==> src/hdl/gsp_queue.sv <==
// small first-in first-out queue between front and back end
`default_nettype none

module gsp_queue #(
    parameter int WIDTH = 8,
    parameter int DEPTH = 4
)
(
    input  wire logic             clk,
    input  wire logic             rst_n,
    input  wire logic             push,
    input  wire logic [WIDTH-1:0] push_data,
    input  wire logic             pop,
    output logic [WIDTH-1:0]      pop_data,
    output logic                  not_empty,
    output logic                  full
);

    localparam int AW = (DEPTH > 1) ? $clog2(DEPTH) : 1;
    localparam int NW = $clog2(DEPTH + 1);

    logic [WIDTH-1:0] mem_reg [DEPTH];
    logic [AW-1:0]    wr_ptr_reg;
    logic [AW-1:0]    rd_ptr_reg;
    logic [NW-1:0]    count_reg;

    // storage
    always_ff @(posedge clk)
    begin
        if (push)
        begin
            mem_reg[wr_ptr_reg] <= push_data;
        end
    end

    // pointers and fill level
    always_ff @(posedge clk or negedge rst_n)
    begin
        if (!rst_n)
        begin
            wr_ptr_reg <= '0;
            rd_ptr_reg <= '0;
            count_reg  <= '0;
        end
        else
        begin
            if (push)
            begin
                wr_ptr_reg <= (wr_ptr_reg == AW'(DEPTH - 1)) ? '0 : wr_ptr_reg + AW'(1);
            end
            if (pop)
            begin
                rd_ptr_reg <= (rd_ptr_reg == AW'(DEPTH - 1)) ? '0 : rd_ptr_reg + AW'(1);
            end
            if (push && !pop)
            begin
                count_reg <= count_reg + NW'(1);
            end
            else if (pop && !push)
            begin
                count_reg <= count_reg - NW'(1);
            end
        end
    end

    assign pop_data  = mem_reg[rd_ptr_reg];
    assign not_empty = count_reg != '0;
    assign full      = count_reg == NW'(DEPTH);

endmodule

`default_nettype wire

==> config.mk <==
export PLATFORM = sky130hd
export DESIGN_NAME = gsp_queue
export DESIGN_NICKNAME = d
export VERILOG_FILES = /design/src/hdl/gsp_queue.sv
export SDC_FILE = /design/constraint.sdc
export NUM_CORES = 1
export LEC_CHECK = 0
export ABC_AREA = 1
export ABC_CLOCK_PERIOD_IN_PS = 1200
export BUFFER_PORTS_ARGS = -buffer_cell sky130_fd_sc_hd__buf_2
export CAP_MARGIN = 5
export CORE_UTILIZATION = 41
export CTS_CLUSTER_SIZE = 28
export DETAILED_ROUTE_END_ITERATION = 12
export HOLD_SLACK_MARGIN = 0.02
export PLACE_DENSITY = 0.61
export SYNTH_ARGS = -nofsm -noshare
export SYNTH_HDL_FRONTEND = slang
export SYNTH_SLANG_ARGS = --single-unit
==> constraint.sdc <==
create_clock -name clk -period 1.2 [get_ports clk]
set_input_delay 0.12 -clock clk [delete_from_list [all_inputs] [get_ports clk]]
set_output_delay 0.12 -clock clk [all_outputs]
set_load 0.1 [all_outputs]
# After elaboration in Yosys (flattened, before gate mapping)
# Memory sizes are Yosys's and may differ from the RTL's.
# Cells that the tools add are included.
# W data, S select, Z words.
# totals
input_bits,12
reg_bits,7
elab_cells,23
mem_count,1
out_inout_bits,10
mem_bits_rw,32
# memory_table
memory,words,width,rd,rd_clocked_by_memory_dff,write_ports,line,rtl
mem_reg,4,8,1,0,1,22,logic [WIDTH-1:0] mem_reg [DEPTH];
# classes
n_eq_ne,3
reduce_logical,6
mux,6
add_sub_neg,4
# ops
operator,n
$mux W3,2
$add A2 B1 Y2 const B,2
$eq A2 B2 Y1 const B,2
$mux W2,2
$add A3 B1 Y3 const B,1
$eq A3 B3 Y1 const B,1
$reduce_bool A3 Y1,1
$sub A3 B1 Y3 const B,1
$logic_and A1 B1 Y1,2
$logic_not A1 Y1,2
$mux W1,2
$reduce_bool A2 Y1,1

# Depth between registers and ports, before layout
# depth
ltp_word,4
mapped_depth,9
mapped_depth_nobuf,9

# Worst setup path after synthesis
# No wires, ideal clock.
# synth_timing
path_kind,register to output
from,register count_reg[0]
to,output full
setup_slack_ns,-1.423
stages_incl_launch_ff,2
arrival_time_ns,2.503
path_buffers,0
cell_sequence,dfrtp_1 nor3_1
# synth_between
elab_chain_len,1
# synth_rtl
item,line,rtl
from (decl),25,logic [NW-1:0] count_reg;
from (signal assigned),57,count_reg <= count_reg + NW'(1);
from (signal assigned),61,count_reg <= count_reg - NW'(1);
$eq A3 B3 Y1,68,assign full = count_reg == NW'(DEPTH);
to (decl),16,output logic full
# No other way between the ends.

# Final worst setup path
# layout_timing
from,register rd_ptr_reg[0]
to,output pop_data[6]
# layout_between
elab_chain_len,1
# layout_rtl
item,line,rtl
from (decl),24,logic [AW-1:0] rd_ptr_reg;
from (signal assigned),53,rd_ptr_reg <= (rd_ptr_reg == AW'(DEPTH - 1)) ? '0 : rd_ptr_reg + AW'(1);
$mem_v2 Z4 W8,-,
to (decl),14,"output logic [WIDTH-1:0] pop_data,"
# No other way between the ends.

==> results.tsv <==
stage	metric	value	unit
die	chip width	66.59	um
sta	# setup viols final	28	
final_layout	FF/Latch Area	0.001139	mm^2
die	Initial Util	0.4276	
synthesis	largest area contributor in the netlist	edfxtp_1	
final_layout	layout cell share with drive strength beyond 1	0.4323	
synthesis	Yosys top cell area share	0.5618	
final_layout	# fillers	299	
synthesis	multiplexer share of the synthesized area	0	
synthesis	Mean Syn Cell Area	11.72	um^2
sta	unrepaired setup endpoints after global routing	yes	
synthesis	Post-synth EDFFs	32	
critical_path	kind of critical path	reg2out	
global_routing	largest net degree at the start of global routing	18	
final_layout	non-filler instance count after layout	242	
sta	final worst-path cycle share	1.275	
detailed_routing	DRC Markers	0	
critical_path	Worst Setup Start Kind	flop	
die	core area	0.004000	mm^2
sta	relative slew slack	0.8034	
cts	clk_lat worst skew	0.29	ns
final_layout	Area Growth Syn to Fin	45.94	%
detailed_routing	drt first pass iters	4	
critical_path	CP max FO	17	
placement	placed insts	226	
sta	Final Skew	0.003834	ns
placement	gpl congestion	0.7542	
cts	CTS Buf Count	5	
cts	Clock Sinks	39	
cts	TritonCTS clock tree	yes	
sta	Final Slew Violations	0	
synthesis	Post-Syn Area	0.001710	mm^2
worst_hold_path	Tightest Hold Check Type	in2reg	
synthesis	Synth cell types	18	
outcome	violated checks	setup timing	
synthesis	cells after synthesis	146	
critical_path	CP Data Required Time	1.08	ns
sta	minimum clock period after layout	1.530	ns
synthesis	largest family of logic cells by synthesized area	simple AND/OR/NAND/NOR gates	
synthesis	Synth top cells by count	41 x nand2_1, 32 x edfxtp_1, 27 x inv_1, 16 x o211ai_1, 7 x dfrtp_1	
global_routing	initial antenna violation count	0	
global_routing	gr ovfl total	0	
global_routing	Total GRT Usage	0.1684	
die	I/O pin cnt	22	
die	Die Area	0.004434	mm^2
die	Placement Rows	23	
global_routing	first-pass GRT wire length	5244	um
synthesis	sequential element share of the synthesized area	0.6642	
cts	Clock transition at path regs	0.07	ns
cts	H-tree Lvls	2	
global_routing	vias in the first global route	1181	
synthesis	Syn Nets	165	
synthesis	Seq cells post-synth	39	
detailed_routing	Detailed Route WL	3171	um
detailed_routing	Routed wire per std cell	13.10	um
sta	Hold Vio Cnt, Final	0	
cts	Root Buffer	clkbuf_8	
critical_path	crit end category	output pin	
synthesis	YS warnings	0	
final_layout	multi-input logic area	565.5	um^2
synthesis	adder-cell area share of the yosys netlist	0.05560	
cts	CTS max path bufs	2	
detailed_routing	vias	1134	
outcome	run status	complete, but fails checks	
final_layout	ANT cells	0	
flow_run	Max Cap Viol	0	
synthesis	post-synthesis xor/xnor area fraction	0.005121	
final_layout	max reg flops	32	
synthesis	asr flop ratio synth	0.1795	
synthesis	top_reg_cell synth	edfxtp_1	
sta	Max Fclk	653.7	MHz
critical_path	Worst EP arrival	1.41	ns
sta	Worst Max-Slew Pin Slew	0.2935	ns
synthesis	Post-Synth Simple-Gate Area	0.1039	
sta	PnR worst setup slack	-0.3298	ns
placement	HPWL after DPL	2150	um
synthesis	post-synthesis compound-gate area fraction	0.08193	
detailed_routing	Initial DRC Count	27	
detailed_routing	antenna-violating nets left	0	
placement	Port Buf Inserts	21	
synthesis	most common cell in the synthesized netlist	nand2_1	
synthesis	top cells by area, synth	edfxtp_1 56%, dfrtp_1 10%, nand2_1 9.0%	
die	Die Y	66.59	um
detailed_routing	Via density	4.686	
final_layout	NumNets Final	210	
-- timing repair --
action | in CTS | in global routing
endpoints found under the hold margin | 7 | 0
resized for setup | 18 | 12
hold buffers | 1 | 0
setup endpoints to repair | 35 | 44
pin swaps | 5 | 11
buffers inserted | 4 | 3
-- layer usage --
metal	vias up	routed length [um]	track usage
met4	0	61	0.08245
met2	21	1786	0.3182
met5	-	0	0
li1	573	-	-
met3	6	111	0.04452
met1	534	1211	0.1665
-- cell usage in the layout (no fill, tap or decap), drive strengths merged --
master        n
nand4         1
buf          41
fa            1
ha            6
nand3         1
nor3          1
inv          29
o211ai       16
clkinv        2
dfrtp         7
nand2        41
clkbuf        5
nor2          2
edfxtp       32
xnor2         1
o21ai         4
bufinv        1
dlygate4sd3   1
-- cell type report --
| cell class | instances | share of cell area |
|---|---|---|
| flip-flops and latches | 39 | 0.4561 |
| multi-input cells | 74 | 0.2266 |
| repair buffers | 42 | 0.2025 |
| inverters | 29 | 0.04461 |
| clock buffers | 5 | 0.02757 |
| well taps | 50 | 0.02506 |
| clock inverters | 3 | 0.01754 |
-- per-stage QoR --
step / cell area [um^2] / util / setup slack, ns / TNS [ns] / hold slack [ns]
2_1_floorplan: 1785 / - / -0.1446 / -0.1653 / -0.1756
3_3_place_gp: 2232 / 0.5580 / -0.04361 / -0.1043 / -0.03917
3_5_place_dp: 2232 / 0.5580 / -0.1505 / -1.159 / -0.03607
4_1_cts: 2435 / 0.6087 / -0.3264 / -2.842 / 0.03385
5_1_grt: 2496 / 0.6240 / -0.3915 / -4.306 / 0.03351
6_report: 2496 / 0.6240 / -0.3298 / -3.086 / 0.03880
-- kinds of logic after synthesis --
group | Yosys count
fa+ha+maj | 7
xor+xnor | 1
buf+inv | 33
flops | 39
simple gates | 46
compound gates | 20
-- path summary, 6_finish.rpt --
check,start,slack [ns],endpoint,cells after the start
max in group asynchronous,rst_n,0.84,wr_ptr_reg[0],2
setup / recovery,rd_ptr_reg[0],-0.33,pop_data[6],5
setup reg to reg,count_reg[1],-0.10,count_reg[2],6
hold reg to reg,count_reg[2],0.50,count_reg[2],2
min in group asynchronous,rst_n,0.19,count_reg[2],2
hold / removal,push_data[6],0.04,mem_reg[2][6],1
-- worst max-delay path: stages, from the launching register on --
cell and delay, ns:
dfrtp_1 0.38, inv_2 0.07, buf_12 0.15, o211ai_1 0.27, nand2_4 0.08, buf_12 0.17
Power is left out: the tool's default activity adds up to more than one toggle a clock period on the data nets, which glitch-free logic cannot reach.
