[src/hdl/gsp_pkg.sv]
// shared types and constants for the gated sine pulse train core
`default_nettype none

package gsp_pkg;

    // configuration port
    localparam int CFG_INDEX_WIDTH = 3;
    localparam int CFG_DATA_WIDTH  = 32;

    typedef enum logic [CFG_INDEX_WIDTH-1:0] {
        CFG_MODE          = 3'd0,
        CFG_PHASE_STEP    = 3'd1,
        CFG_GATE_PERIOD   = 3'd2,
        CFG_GATE_ON_LAST  = 3'd3,
        CFG_BUFFER_LENGTH = 3'd4
    } cfg_index_t;

    // mode register codes
    typedef enum logic [1:0] {
        MODE_SINE  = 2'd0,
        MODE_PULSE = 2'd1,
        MODE_GATED = 2'd2
    } mode_t;

    // register widths and reset values
    localparam int GATE_WIDTH = 16;
    localparam int LEN_WIDTH  = 16;
    localparam int STEP_WIDTH = 32;

    localparam logic [1:0]            MODE_RESET     = 2'd0;
    localparam logic [STEP_WIDTH-1:0] STEP_RESET     = 32'd0;
    localparam logic [GATE_WIDTH-1:0] PERIOD_RESET   = 16'd1;
    localparam logic [GATE_WIDTH-1:0] ON_LAST_RESET  = 16'd0;
    localparam logic [LEN_WIDTH-1:0]  LENGTH_RESET   = 16'd1024;

    // what the back end has to produce for one sample
    typedef enum logic [1:0] {
        KIND_ZERO = 2'd0,
        KIND_FULL = 2'd1,
        KIND_SINE = 2'd2
    } kind_t;

    // per-beat control carried down the sine pipeline
    typedef struct packed {
        logic  neg;
        kind_t kind;
        logic  last;
    } pipe_meta_t;

    // decoupling queue depth (power of two)
    localparam int QUEUE_DEPTH = 4;

    // unsigned Q30 arithmetic for the sine polynomial
    localparam int        QW      = 31;
    localparam logic [30:0] Q30_ONE = 31'd1073741824;
    localparam logic [30:0] COEF_A1 = 31'd1686629713;
    localparam logic [30:0] COEF_A3 = 31'd693598668;
    localparam logic [30:0] COEF_A5 = 31'd85569306;
    localparam logic [30:0] COEF_A7 = 31'd5026995;
    localparam logic [30:0] COEF_A9 = 31'd172272;

endpackage

`default_nettype wire

[src/hdl/gsp_front.sv]
// front end: configuration registers, sample counters and beat classification
`default_nettype none

module gsp_front
    import gsp_pkg::*;
#(
    parameter int PHASE_WIDTH = 32,
    parameter int INDEX_WIDTH = 16
)
(
    input  wire logic                       clk,
    input  wire logic                       rst_n,
    input  wire logic                       cfg_valid,
    input  wire logic [CFG_INDEX_WIDTH-1:0] cfg_index,
    input  wire logic [CFG_DATA_WIDTH-1:0]  cfg_data,
    input  wire logic                       accept,
    input  wire logic                       restart,
    output logic [PHASE_WIDTH-1:0]          item_phase,
    output kind_t                           item_kind,
    output logic                            item_last
);

    localparam int CW = (INDEX_WIDTH + 1 > LEN_WIDTH + 1) ? INDEX_WIDTH + 1 : LEN_WIDTH + 1;
    localparam int SUMW = (PHASE_WIDTH > STEP_WIDTH) ? PHASE_WIDTH : STEP_WIDTH;

    logic [1:0]             mode_reg;
    logic [STEP_WIDTH-1:0]  step_reg;
    logic [GATE_WIDTH-1:0]  period_reg;
    logic [GATE_WIDTH-1:0]  on_last_reg;
    logic [LEN_WIDTH-1:0]   length_reg;

    logic [INDEX_WIDTH-1:0] index_reg, index_next;
    logic [PHASE_WIDTH-1:0] phase_reg, phase_next;
    logic [GATE_WIDTH-1:0]  gpos_reg, gpos_next;

    logic [INDEX_WIDTH-1:0] index_cur;
    logic [PHASE_WIDTH-1:0] phase_cur;
    logic [GATE_WIDTH-1:0]  gpos_cur;
    logic [GATE_WIDTH-1:0]  period_eff;
    logic [LEN_WIDTH-1:0]   length_eff;
    logic [CW-1:0]          index_inc;
    logic [GATE_WIDTH:0]    gpos_inc;
    logic [SUMW-1:0]        phase_sum;
    logic                   gate_on;
    logic                   last;

    // configuration writes
    always_ff @(posedge clk or negedge rst_n)
    begin
        if (!rst_n)
        begin
            mode_reg    <= MODE_RESET;
            step_reg    <= STEP_RESET;
            period_reg  <= PERIOD_RESET;
            on_last_reg <= ON_LAST_RESET;
            length_reg  <= LENGTH_RESET;
        end
        else if (cfg_valid)
        begin
            case (cfg_index)
                CFG_MODE:          mode_reg    <= cfg_data[1:0];
                CFG_PHASE_STEP:    step_reg    <= cfg_data[STEP_WIDTH-1:0];
                CFG_GATE_PERIOD:   period_reg  <= cfg_data[GATE_WIDTH-1:0];
                CFG_GATE_ON_LAST:  on_last_reg <= cfg_data[GATE_WIDTH-1:0];
                CFG_BUFFER_LENGTH: length_reg  <= cfg_data[LEN_WIDTH-1:0];
                default:           ;
            endcase
        end
    end

    // restart clears the counters for this beat
    assign index_cur = restart ? '0 : index_reg;
    assign phase_cur = restart ? '0 : phase_reg;
    assign gpos_cur  = restart ? '0 : gpos_reg;

    // zero period or length behaves as one
    assign period_eff = (period_reg == '0) ? GATE_WIDTH'(1) : period_reg;
    assign length_eff = (length_reg == '0) ? LEN_WIDTH'(1) : length_reg;

    // end of buffer and gate window
    assign index_inc = CW'(index_cur) + CW'(1);
    assign last      = index_inc >= CW'(length_eff);
    assign gate_on   = gpos_cur <= on_last_reg;

    // counter advance
    assign gpos_inc  = {1'b0, gpos_cur} + (GATE_WIDTH + 1)'(1);
    assign phase_sum = SUMW'(phase_cur) + SUMW'(step_reg);

    always_comb
    begin
        if (last)
        begin
            index_next = '0;
            phase_next = '0;
            gpos_next  = '0;
        end
        else
        begin
            index_next = index_inc[INDEX_WIDTH-1:0];
            phase_next = phase_sum[PHASE_WIDTH-1:0];
            gpos_next  = (gpos_inc >= {1'b0, period_eff}) ? '0 : gpos_inc[GATE_WIDTH-1:0];
        end
    end

    always_ff @(posedge clk or negedge rst_n)
    begin
        if (!rst_n)
        begin
            index_reg <= '0;
            phase_reg <= '0;
            gpos_reg  <= '0;
        end
        else if (accept)
        begin
            index_reg <= index_next;
            phase_reg <= phase_next;
            gpos_reg  <= gpos_next;
        end
    end

    // classify the beat for the back end
    always_comb
    begin
        case (mode_reg)
            MODE_SINE:  item_kind = KIND_SINE;
            MODE_PULSE: item_kind = gate_on ? KIND_FULL : KIND_ZERO;
            MODE_GATED: item_kind = gate_on ? KIND_SINE : KIND_ZERO;
            default:    item_kind = KIND_ZERO;
        endcase
    end

    assign item_phase = phase_cur;
    assign item_last  = last;

endmodule

`default_nettype wire

[config.mk]
export PLATFORM = sky130hd
export DESIGN_NAME = gsp_front
export DESIGN_NICKNAME = d
export VERILOG_FILES = /design/src/hdl/gsp_pkg.sv /design/src/hdl/gsp_front.sv
export SDC_FILE = /design/constraint.sdc
export NUM_CORES = 1
export LEC_CHECK = 0
export BUFFER_PORTS_ARGS = -buffer_cell sky130_fd_sc_hd__buf_2
export CAP_MARGIN = 20
export CORE_UTILIZATION = 30
export CTS_CLUSTER_SIZE = 14
export DETAILED_ROUTE_END_ITERATION = 10
export PLACE_DENSITY = 0.56
export RECOVER_POWER = 25
export SKIP_CTS_REPAIR_TIMING = 1
export SYNTH_ARGS = -nofsm -noshare
export SYNTH_HDL_FRONTEND = slang
export SYNTH_SLANG_ARGS = --single-unit
[constraint.sdc]
create_clock -name clk -period 9.7 [get_ports clk]
set_input_delay 1.94 -clock clk [delete_from_list [all_inputs] [get_ports clk]]
set_output_delay 1.94 -clock clk [all_outputs]
set_load 0.01 [all_outputs]
# After elaboration in Yosys (flattened, before gate mapping)
# Cells that the tools add are included.
dict set report op_classes {
  n_addsub 3
  order_cmp 3
  eq_ne 6
  muxes 12
  n_reduce_logical 9
}
# op n
set ops {}
lappend ops {{16-bit 2-to-1 mux} 7}
lappend ops {{32-bit 2-to-1 mux} 2}
lappend ops {{16-bit by 1-bit adder with 17-bit output (second input constant)} 2}
lappend ops {{17-bit by 16-bit greater-or-equal comparator with 1-bit output} 2}
lappend ops {{32-bit adder} 1}
lappend ops {{16-bit logical NOT} 2}
lappend ops {{16-bit <= comparator} 1}
lappend ops {{2-bit AND reduction} 5}
lappend ops {{3-bit by 2-bit == test with 1-bit output (second input constant)} 2}
lappend ops {{2-bit one-hot mux with 3 select lines} 1}
lappend ops {{3-bit by 1-bit == test with 1-bit output (second input constant)} 1}
lappend ops {{3-bit == test (second input constant)} 1}
lappend ops {{3-bit logical NOT} 1}
lappend ops {{2-bit by 1-bit == test with 1-bit output (second input constant)} 1}
lappend ops {{2-bit == test (second input constant)} 1}
lappend ops {{2-bit logical NOT} 1}
lappend ops {{2-bit 2-to-1 mux} 1}
lappend ops {{1-bit 2-to-1 mux} 1}
dict set report word_totals {
  ff_bits 146
  output_inout_bits 35
}

# Logic depth before layout (Yosys ltp)
# Gate-level depths: netlist (run 1).
dict set report depth {
  word_depth 5
  depth_mapped 22
  mapped_depth_nobuf 17
}

# Least setup slack after synthesis (run 1)
# No wires, ideal clock.
dict set report synth_timing {
  path_kind {input -> output}
  start {in restart}
  end {out item_last}
  arrival_time_ps 5119
  t_required_ps 7760
  setup_slack_ps 2641
  path_stages 20
  path_buffers 5
  cell_sequence {buf_6 -> clkbuf_1 -> buf_1 -> buf_1 -> nor2b_1 -> ha_1 -> nand2_1 -> nor3_2 -> and3_1 -> and3_1 -> xnor2_1 -> nor2_1 -> ha_1 -> a21o_1 -> a21o_1 -> a21o_1 -> a41oi_1 -> o31a_2 -> inv_1 -> buf_2}
}
dict set report synth_via {
  elab_chain_len 3
}
# item line_no
set synth_rtl {}
lappend synth_rtl {{start: declaration} gsp_front.sv:17} ;# input wire logic restart,
lappend synth_rtl {{16-bit 2-to-1 mux} gsp_front.sv:72} ;# assign index_cur = restart ? '0 : index_reg;
lappend synth_rtl {{16-bit by 1-bit adder with 17-bit output} gsp_front.sv:81} ;# assign index_inc = CW'(index_cur) + CW'(1);
lappend synth_rtl {{17-bit by 16-bit greater-or-equal comparator with 1-bit output} gsp_front.sv:82} ;# assign last = index_inc >= CW'(length_eff);
lappend synth_rtl {{end: declaration} gsp_front.sv:20} ;# output logic item_last
# Every way passes these cells.

# Worst setup path after layout (run 1)
# Same ends and word-level chain as after synthesis.

==> key figures, run 1 <==
Route
  • DRT iter0 DRCs: 420
  • Drt drc: 3
  • Vias/cell: 5.03
  • Vias post-DR: 7482
  • Drt pass-1 iters: 7
  • Antenna-violating nets left: 0
  • Drt wl/cell: 16.4 µm
  • DRT Wirelength: 24500 µm

Logic synthesis
  • Synth warn: 0
  • Most frequent cell after synthesis: dfrtp_1
  • Synth area leaders: dfrtp_1, ha_1, mux2_2
  • Sequential share of the synthesized area: 38.5%
  • Yosys cell types: 79
  • Synthesized netlist net count: 1142
  • Ys async rst share: 100%
  • Register bit total from synthesis: 146
  • Primary FF master, synth: dfrtp_1
  • Yosys top cell by area: dfrtp_1
  • Syn_area_per_cell: 9.30 µm²
  • Gate Count Post-Synth: 1020
  • Top-area cell type share of the netlist area: 38.0%
  • Synth cell count leaders: dfrtp_1, inv_1, ha_1
  • EDFF count, synth: 0
  • Mapped Area: 9490 µm²

GRT
  • First-pass GRT wire length: 39900 µm
  • GRT busiest layer: met2
  • M3 GR Usage: 3.02%
  • Largest net degree at the start of global routing: 87
  • GRT met1 Usage: 21.3%
  • Met2 GRT Util: 25.2%
  • GRT overflow: 0
  • Antenna violations before repair: 1
  • Vias in the first global route: 7439
  • Gr usage total: 15.6%

Timing
  • Fin crit share: 79.2%
  • Finish-stage setup viols: 0
  • Worst slew margin: -211%
  • Final period demand of the worst path: 7.69 ns
  • Fin. max-slew vios: 87
  • Unrepaired setup endpoints after global routing: false
  • Worst Tran Pin Value: 4.67 ns
  • Final TNS setup: 0 ns
  • Fmax: 0.130 GHz
  • Hold Fails Final Rpt: 0
  • Clock Skews: 0.0102 ns

Power and ir drop
  • Peak supply drop: 129 µV
  • Pleak: 0.00521 µW
  • Power per cell area: 214 nW/µm²

Die
  • DIE AREA: 32300 µm²
  • Num rows: 64
  • Die span in y: 180 µm
  • Initial Util: 30.8%
  • Die Width: 180 µm
  • Core area: 30800 µm²
  • I/O pins: 75

Layout
  • Diode count: 0
  • Area growth from synthesis to layout: 14.7%
  • Layout cells sized above 1: 17.6%
  • Post-Route Utilization: 35.3%
  • Fill cells: 3141
  • Nets: 1201

CTS
  • Clk_lat worst skew: 0.44 ns
  • H-Tree Depth: 4
  • Clk buf depth: 2
  • TritonCTS Buffers: 17
  • Clock root cell: clkbuf_16
  • Clock slew at the register clock pins of the worst setup and hold paths: 0.06 ns
  • Clk sinks: 146
  • CTS tree: built

Worst setup path
  • Worst Reg-to-Reg Cells: 18
  • Crit path arrival time: 5.75 ns
  • Startpoint types: primary input
  • Register-to-Register Setup Slack: 5.45 ns
  • Crit. End Element: output pin
  • Critical Path RT: 7.76 ns
  • Critical path class: in -> out
  • Crit-path max FO: 32

Job
  • Max Cap Violations: 1

Worst hold path
  • Hold path cells: 2
  • Worst hold-check path type: reg -> reg

Placement
  • Port bufs: 74
  • Dpl hpwl: 17900 µm
  • RePlAce Congestion: 0.858

Outcome
  • Run status: finished, violations left
  • Failing checks: design-rule violations, max-capacitance violations, max-slew violations
[where the power goes]
group          switching (µW)  internal (µW)
clock network             282            389
registers                68.1            751
logic                     483            356
[cell type report]
class	instances	area (µm²)	share of cell area, %
multi-input combinational	726	5290	48.6
sequential	146	3660	33.6
tap	396	495	4.55
timing repair buffer	82	449	4.13
clock buffer	18	439	4.04
inverter	106	398	3.66
clock inverter	14	155	1.43
[worst max-delay path, cell delays in order]
cell     delay, ns
buf_2         0.56
nor2b_1       0.18
ha_1          0.27
nand2_1       0.09
nor3_2        0.05
and3_1        0.27
and3_1        0.19
xnor2_1       0.13
nor2_1        0.08
ha_1          0.22
a21o_1        0.15
a21o_1        0.17
a21o_1        0.17
a41oi_1       0.16
o31a_2        0.16
buf_4         0.34
inv_1         0.33
buf_2         0.24
[per-layer routing]
| metal | wire length [µm] | part of all wire [%] |
|---|---|---|
| met2 | 11300 | 46 |
| met3 | 847 | 3.5 |
| met4 | 343 | 1.4 |
| met1 | 12000 | 49 |
| met5 | 0 | 0 |
[per-stage QoR]
| stage | std cells | hold slack (ns) | total power (µW) | worst slack (ns) | area, µm² |
|---|---|---|---|---|---|
| final | 1488 | 0.476 | 2330 | 2.01 | 10900 |
| after global routing | 1488 | 0.506 | 2490 | 1.61 | 10900 |
| after CTS | 1487 | 0.477 | 2350 | 1.99 | 10900 |
| after detailed placement | 1455 | 0.463 | 1670 | 2.00 | 10300 |
| after global placement | 1455 | 0.455 | 1660 | 2.05 | 10300 |
| after floorplan | 1020 | 0.441 | 1440 | 2.64 | 9490 |
[worst paths after layout]
check	endpoint	startpoint
hold / removal	phase_reg[20]	phase_reg[20]
setup / recovery	item_last	restart
hold reg to reg	phase_reg[20]	phase_reg[20]
max in group asynchronous	length_reg[8]	rst_n
min in group asynchronous	gpos_reg[9]	rst_n
setup reg to reg	gpos_reg[15]	index_reg[0]
[placed cells by master (no fill, tap or decap), types with 35 or more instances in the layout]
master,count
dfrtp_1,144
mux2_2,51
a21oi_1,40
nand3_1,41
nand2_1,73
ha_1,81
xnor2_1,35
buf_2,73
o21ai_0,66
nor2_1,67
inv_1,106
[cell families after synthesis]
| logic type | share of synthesized area [%] |
|---|---|
| compound gates | 17.2 |
| xor+xnor | 4.89 |
| fa+ha+maj | 10.9 |
| buf+inv | 6.13 |
| flops | 38.5 |
| mux | 6.28 |
| simple gates | 16.1 |
Power figures use the tool's default switching activity.
==> run 2: changes to the inputs <==
Settings changed: ABC_AREA from default to 1, PLACE_DENSITY 0.56 to 0.57.
Clock period 9.7 ns to 6.7 ns, I/O delays scaled along.
==> run 2 against run 1 <==
Compared with the run above:
- the run ends with max-capacitance violations, max-slew violations left
- global-route usage grew 1.2 points
- die area grew 6.5%
- synthesized cell count rose by 38%
- combinational power rose by 43%
- clock power up 42%
- synthesized area grew 6.6%
- power increased by 44%
- non-clock buffer count grew 1
- setup slack got worse by 1.0 ns
- register-to-register slack worse by 2.2 ns
- final cell count rose by 29%
- critical path type unchanged
- critical endpoint unchanged
==> key figures, run 2 <==
Logic synthesis
  • Top-area cell type share of the netlist area: 35.6% (was 38.0%)
  • Mapped Area: 10100 µm² (was 9490 µm²)
  • Sequential share of the synthesized area: 36.1% (was 38.5%)
  • Post-synthesis xor/xnor area fraction: 3.54% (was 4.89%)
  • Syn_area_per_cell: 7.20 µm² (was 9.30 µm²)
  • EDFF count, synth: 0 (unchanged)
  • Mux contribution to synthesized area: 1.67% (was 6.28%)
  • Compound-Gate Fraction of Synth Area: 10.6% (was 17.2%)
  • Synthesized netlist net count: 1526 (was 1142)
  • Register bit total from synthesis: 146 (unchanged)
  • Most frequent cell after synthesis: nand2_1 (was dfrtp_1)
  • Synth warn: 0 (unchanged)
  • Yosys top cell by area: dfrtp_1 (unchanged)
  • Ys async rst share: 100% (unchanged)
  • Synth area leaders: dfrtp_1, nand2_1, ha_1 (was dfrtp_1, ha_1, mux2_2)
  • Primary FF master, synth: dfrtp_1 (unchanged)
  • Synth cell count leaders: nand2_1, inv_1, dfrtp_1 (was dfrtp_1, inv_1, ha_1)
  • Combinational family with the most area after synthesis: simple AND/OR/NAND/NOR gates (was compound AO/OA/AOI/OAI gates)
  • Gate Count Post-Synth: 1404 (was 1020)
  • Post-synthesis adder-cell area fraction: 10.2% (was 10.9%)
  • Yosys cell types: 49 (was 79)
  • Simple-gate share of the synthesized area: 28.0% (was 16.1%)

Timing
  • Unrepaired setup endpoints after global routing: false (unchanged)
  • Finish-stage setup viols: 0 (unchanged)
  • Worst slew margin: -151% (was -211%)
  • Fin. max-slew vios: 131 (was 87)
  • Final TNS setup: 0 ns (unchanged)
  • Hold Fails Final Rpt: 0 (unchanged)
  • Final period demand of the worst path: 5.73 ns
  • Clock Skews: 0.00737 ns (was 0.0102 ns)
  • Worst Tran Pin Value: 3.77 ns (was 4.67 ns)
  • Fin crit share: 85.4%
  • WHS: 0.478 ns (was 0.476 ns)
  • Fmax: 0.175 GHz

Worst setup path
  • Register-to-Register Setup Slack: 3.27 ns (was 5.45 ns)
  • Critical path class: in -> out (unchanged)
  • Crit-path max FO: 38 (was 32)
  • Worst Reg-to-Reg Cells: 21 (was 18)
  • Critical Path RT: 5.36 ns (was 7.76 ns)
  • Crit Reg-Reg Startpoint: gpos_reg[0] (was index_reg[0])
  • CP max-delay cell: buf_4 (was buf_2)
  • Delay-heaviest family, CP: simple AND/OR/NAND/NOR gates (was buffers and inverters)
  • Critical Path Most Common Cell: nand2_1 (was a21o_1)
  • Startpoint types: primary input (unchanged)
  • Crit-path cells: buf_2, buf_4, nor2_1, nand4_4, xor2_1, inv_1, ha_1, nand2_1, nor2_1, nand3b_1, nand3_1, nand2_1, nand2_1, nand2_1, nand2_1, nand2_1, nand2_2, buf_2 (was buf_2, nor2b_1, ha_1, nand2_1, nor3_2, and3_1, and3_1, xnor2_1, nor2_1, ha_1, a21o_1, a21o_1, a21o_1, a41oi_1, o31a_2, buf_4, inv_1, buf_2)
  • Crit path arrival time: 4.39 ns (was 5.75 ns)
  • Crit. End Element: output pin (unchanged)
  • Reg2reg end: gpos_reg[7] (was gpos_reg[15])
  • Largest stage delay on the critical path: 0.49 ns (was 0.56 ns)
  • Worst Path Buf+Inv: 4 (unchanged)

CTS
  • Clk buf depth: 2 (unchanged)
  • Clk sinks: 146 (unchanged)
  • Clock root cell: clkbuf_16 (unchanged)
  • H-Tree Depth: 4 (unchanged)
  • CTS tree: built (unchanged)
  • Clock slew at the register clock pins of the worst setup and hold paths: 0.06 ns (about the same)
  • TritonCTS Buffers: 17 (unchanged)
  • Clk_lat worst skew: 0.44 ns (about the same)

Worst hold path
  • HP Start: phase_reg[0] (was phase_reg[20])
  • Hold Path End: phase_reg[0] (was phase_reg[20])
  • Worst hold-check path type: reg -> reg (unchanged)
  • Hold path cells: 2 (unchanged)

Power and ir drop
  • Peak supply drop: 143 µV (was 129 µV)
  • Power per cell area: 292 nW/µm² (was 214 nW/µm²)
  • Pwr Total: 3350 µW (was 2330 µW)
  • Pleak: 0.00614 µW (was 0.00521 µW)

Outcome
  • Run status: finished, violations left (unchanged)
  • Failing checks: max-capacitance violations, max-slew violations (was design-rule violations, max-capacitance violations, max-slew violations)

Layout
  • Multi-input gate area: 5470 µm² (was 5290 µm²)
  • Diode count: 0 (unchanged)
  • Fill cells: 3621 (was 3141)
  • Nets: 1592 (was 1201)
  • Commonest non-fill, non-tap cells in the layout: nand2_1, inv_1, dfrtp_1 (was dfrtp_1, inv_1, ha_1)
  • Most common cell after layout, fill and taps aside: nand2_1 (was dfrtp_1)
  • Register area: 3660 µm² (unchanged)
  • Area growth from synthesis to layout: 13.5% (was 14.7%)
  • Layout cells sized above 1: 10.9% (was 17.6%)

GRT
  • GRT overflow: 0 (unchanged)
  • Largest net degree at the start of global routing: 69 (was 87)
  • First-pass GRT wire length: 44700 µm (was 39900 µm)
  • Antenna violations before repair: 0 (was 1)
  • Vias in the first global route: 8365 (was 7439)
  • Gr usage total: 16.8% (was 15.6%)

Die
  • Num rows: 66 (was 64)
  • Initial Util: 30.8% (about the same)
  • Die span in y: 186 µm (was 180 µm)
  • I/O pins: 75 (unchanged)
  • Die Width: 186 µm (was 180 µm)
  • Core area: 32900 µm² (was 30800 µm²)
  • DIE AREA: 34500 µm² (was 32300 µm²)

Route
  • Drt pass-1 iters: 5 (was 7)
  • DRT iter0 DRCs: 574 (was 420)
  • Antenna-violating nets left: 0 (unchanged)
  • Drt wl/cell: 14.3 µm (was 16.4 µm)
  • Vias/cell: 4.65 (was 5.03)
  • Vias post-DR: 8953 (was 7482)
  • DRT Wirelength: 27500 µm (was 24500 µm)
  • Drt drc: 0 (was 3)

Placement
  • Port bufs: 74 (unchanged)
  • Dpl hpwl: 21100 µm (was 17900 µm)
  • RePlAce Congestion: 0.902 (was 0.858)

Job
  • Max Cap Violations: 2 (was 1)
==> run 2: report_power, final <==
group	switching (µW)	internal (µW)	leakage, µW
clock	388	567	0.000278
sequential	115	1080	0.00185
combinational	758	441	0.00401
==> run 2: routing by layer <==
| metal | vias to the layer above | global-route usage, % | wire, µm |
|---|---|---|---|
| met4 | 0 | 4.46 | 278 |
| met2 | 203 | 25.9 | 12200 |
| met5 | - | 0 | 0 |
| li1 | 4571 | - | - |
| met1 | 4156 | 24.4 | 13700 |
| met3 | 23 | 2.45 | 1250 |
==> run 2: cells by family after synthesis <==
group,after synthesis
XOR/XNOR,40
flip-flops,146
AO/OA/AOI/OAI,194
multiplexers,15
adder cells (fa/ha/maj),82
AND/OR/NAND/NOR,678
buffers and inverters,249
==> run 2: area by class of cell <==
| cell class | instances | area share [%] |
|---|---|---|
| tap | 442 | 4.82 |
| inverter | 213 | 7.01 |
| multi-input combinational | 1009 | 47.6 |
| timing repair buffer | 83 | 3.72 |
| clock buffer | 23 | 4.08 |
| clock inverter | 8 | 0.905 |
| sequential | 146 | 31.9 |
==> run 2: worst max path at each step <==
| stage | from | end | depth (start not counted) |
|---|---|---|---|
| after floorplan | restart | item_last | 20 |
| after global placement | restart | item_last | 18 |
| after detailed placement | restart | item_last | 18 |
| after CTS | restart | item_last | 18 |
| after global routing | rst_n | gpos_reg[7] | 2 |
| final | restart | item_last | 18 |
==> run 2: worst reg2reg max path, delay by kind of cell, from the launching register on <==
family | cells | cell delay (ns)
buffers and inverters | 3 | 0.15
and+or+nand+nor | 13 | 1.42
DFF | 1 | 0.40
AOI/OAI and AO/OA | 3 | 0.87
adders and majority gates | 2 | 0.51
==> run 2: metrics by stage <==
stage / instance area [µm²] / util (%) / instances / worst slack, ns
6_report: 11500 / 34.9 / 1924 / 0.975
5_1_grt: 11500 / 34.9 / 1924 / 0.672
4_1_cts: 11500 / 34.9 / 1921 / 0.959
3_5_place_dp: 10900 / 33.2 / 1890 / 0.981
3_3_place_gp: 10900 / 33.2 / 1890 / 1.03
2_1_floorplan: 10100 / - / 1404 / 1.31
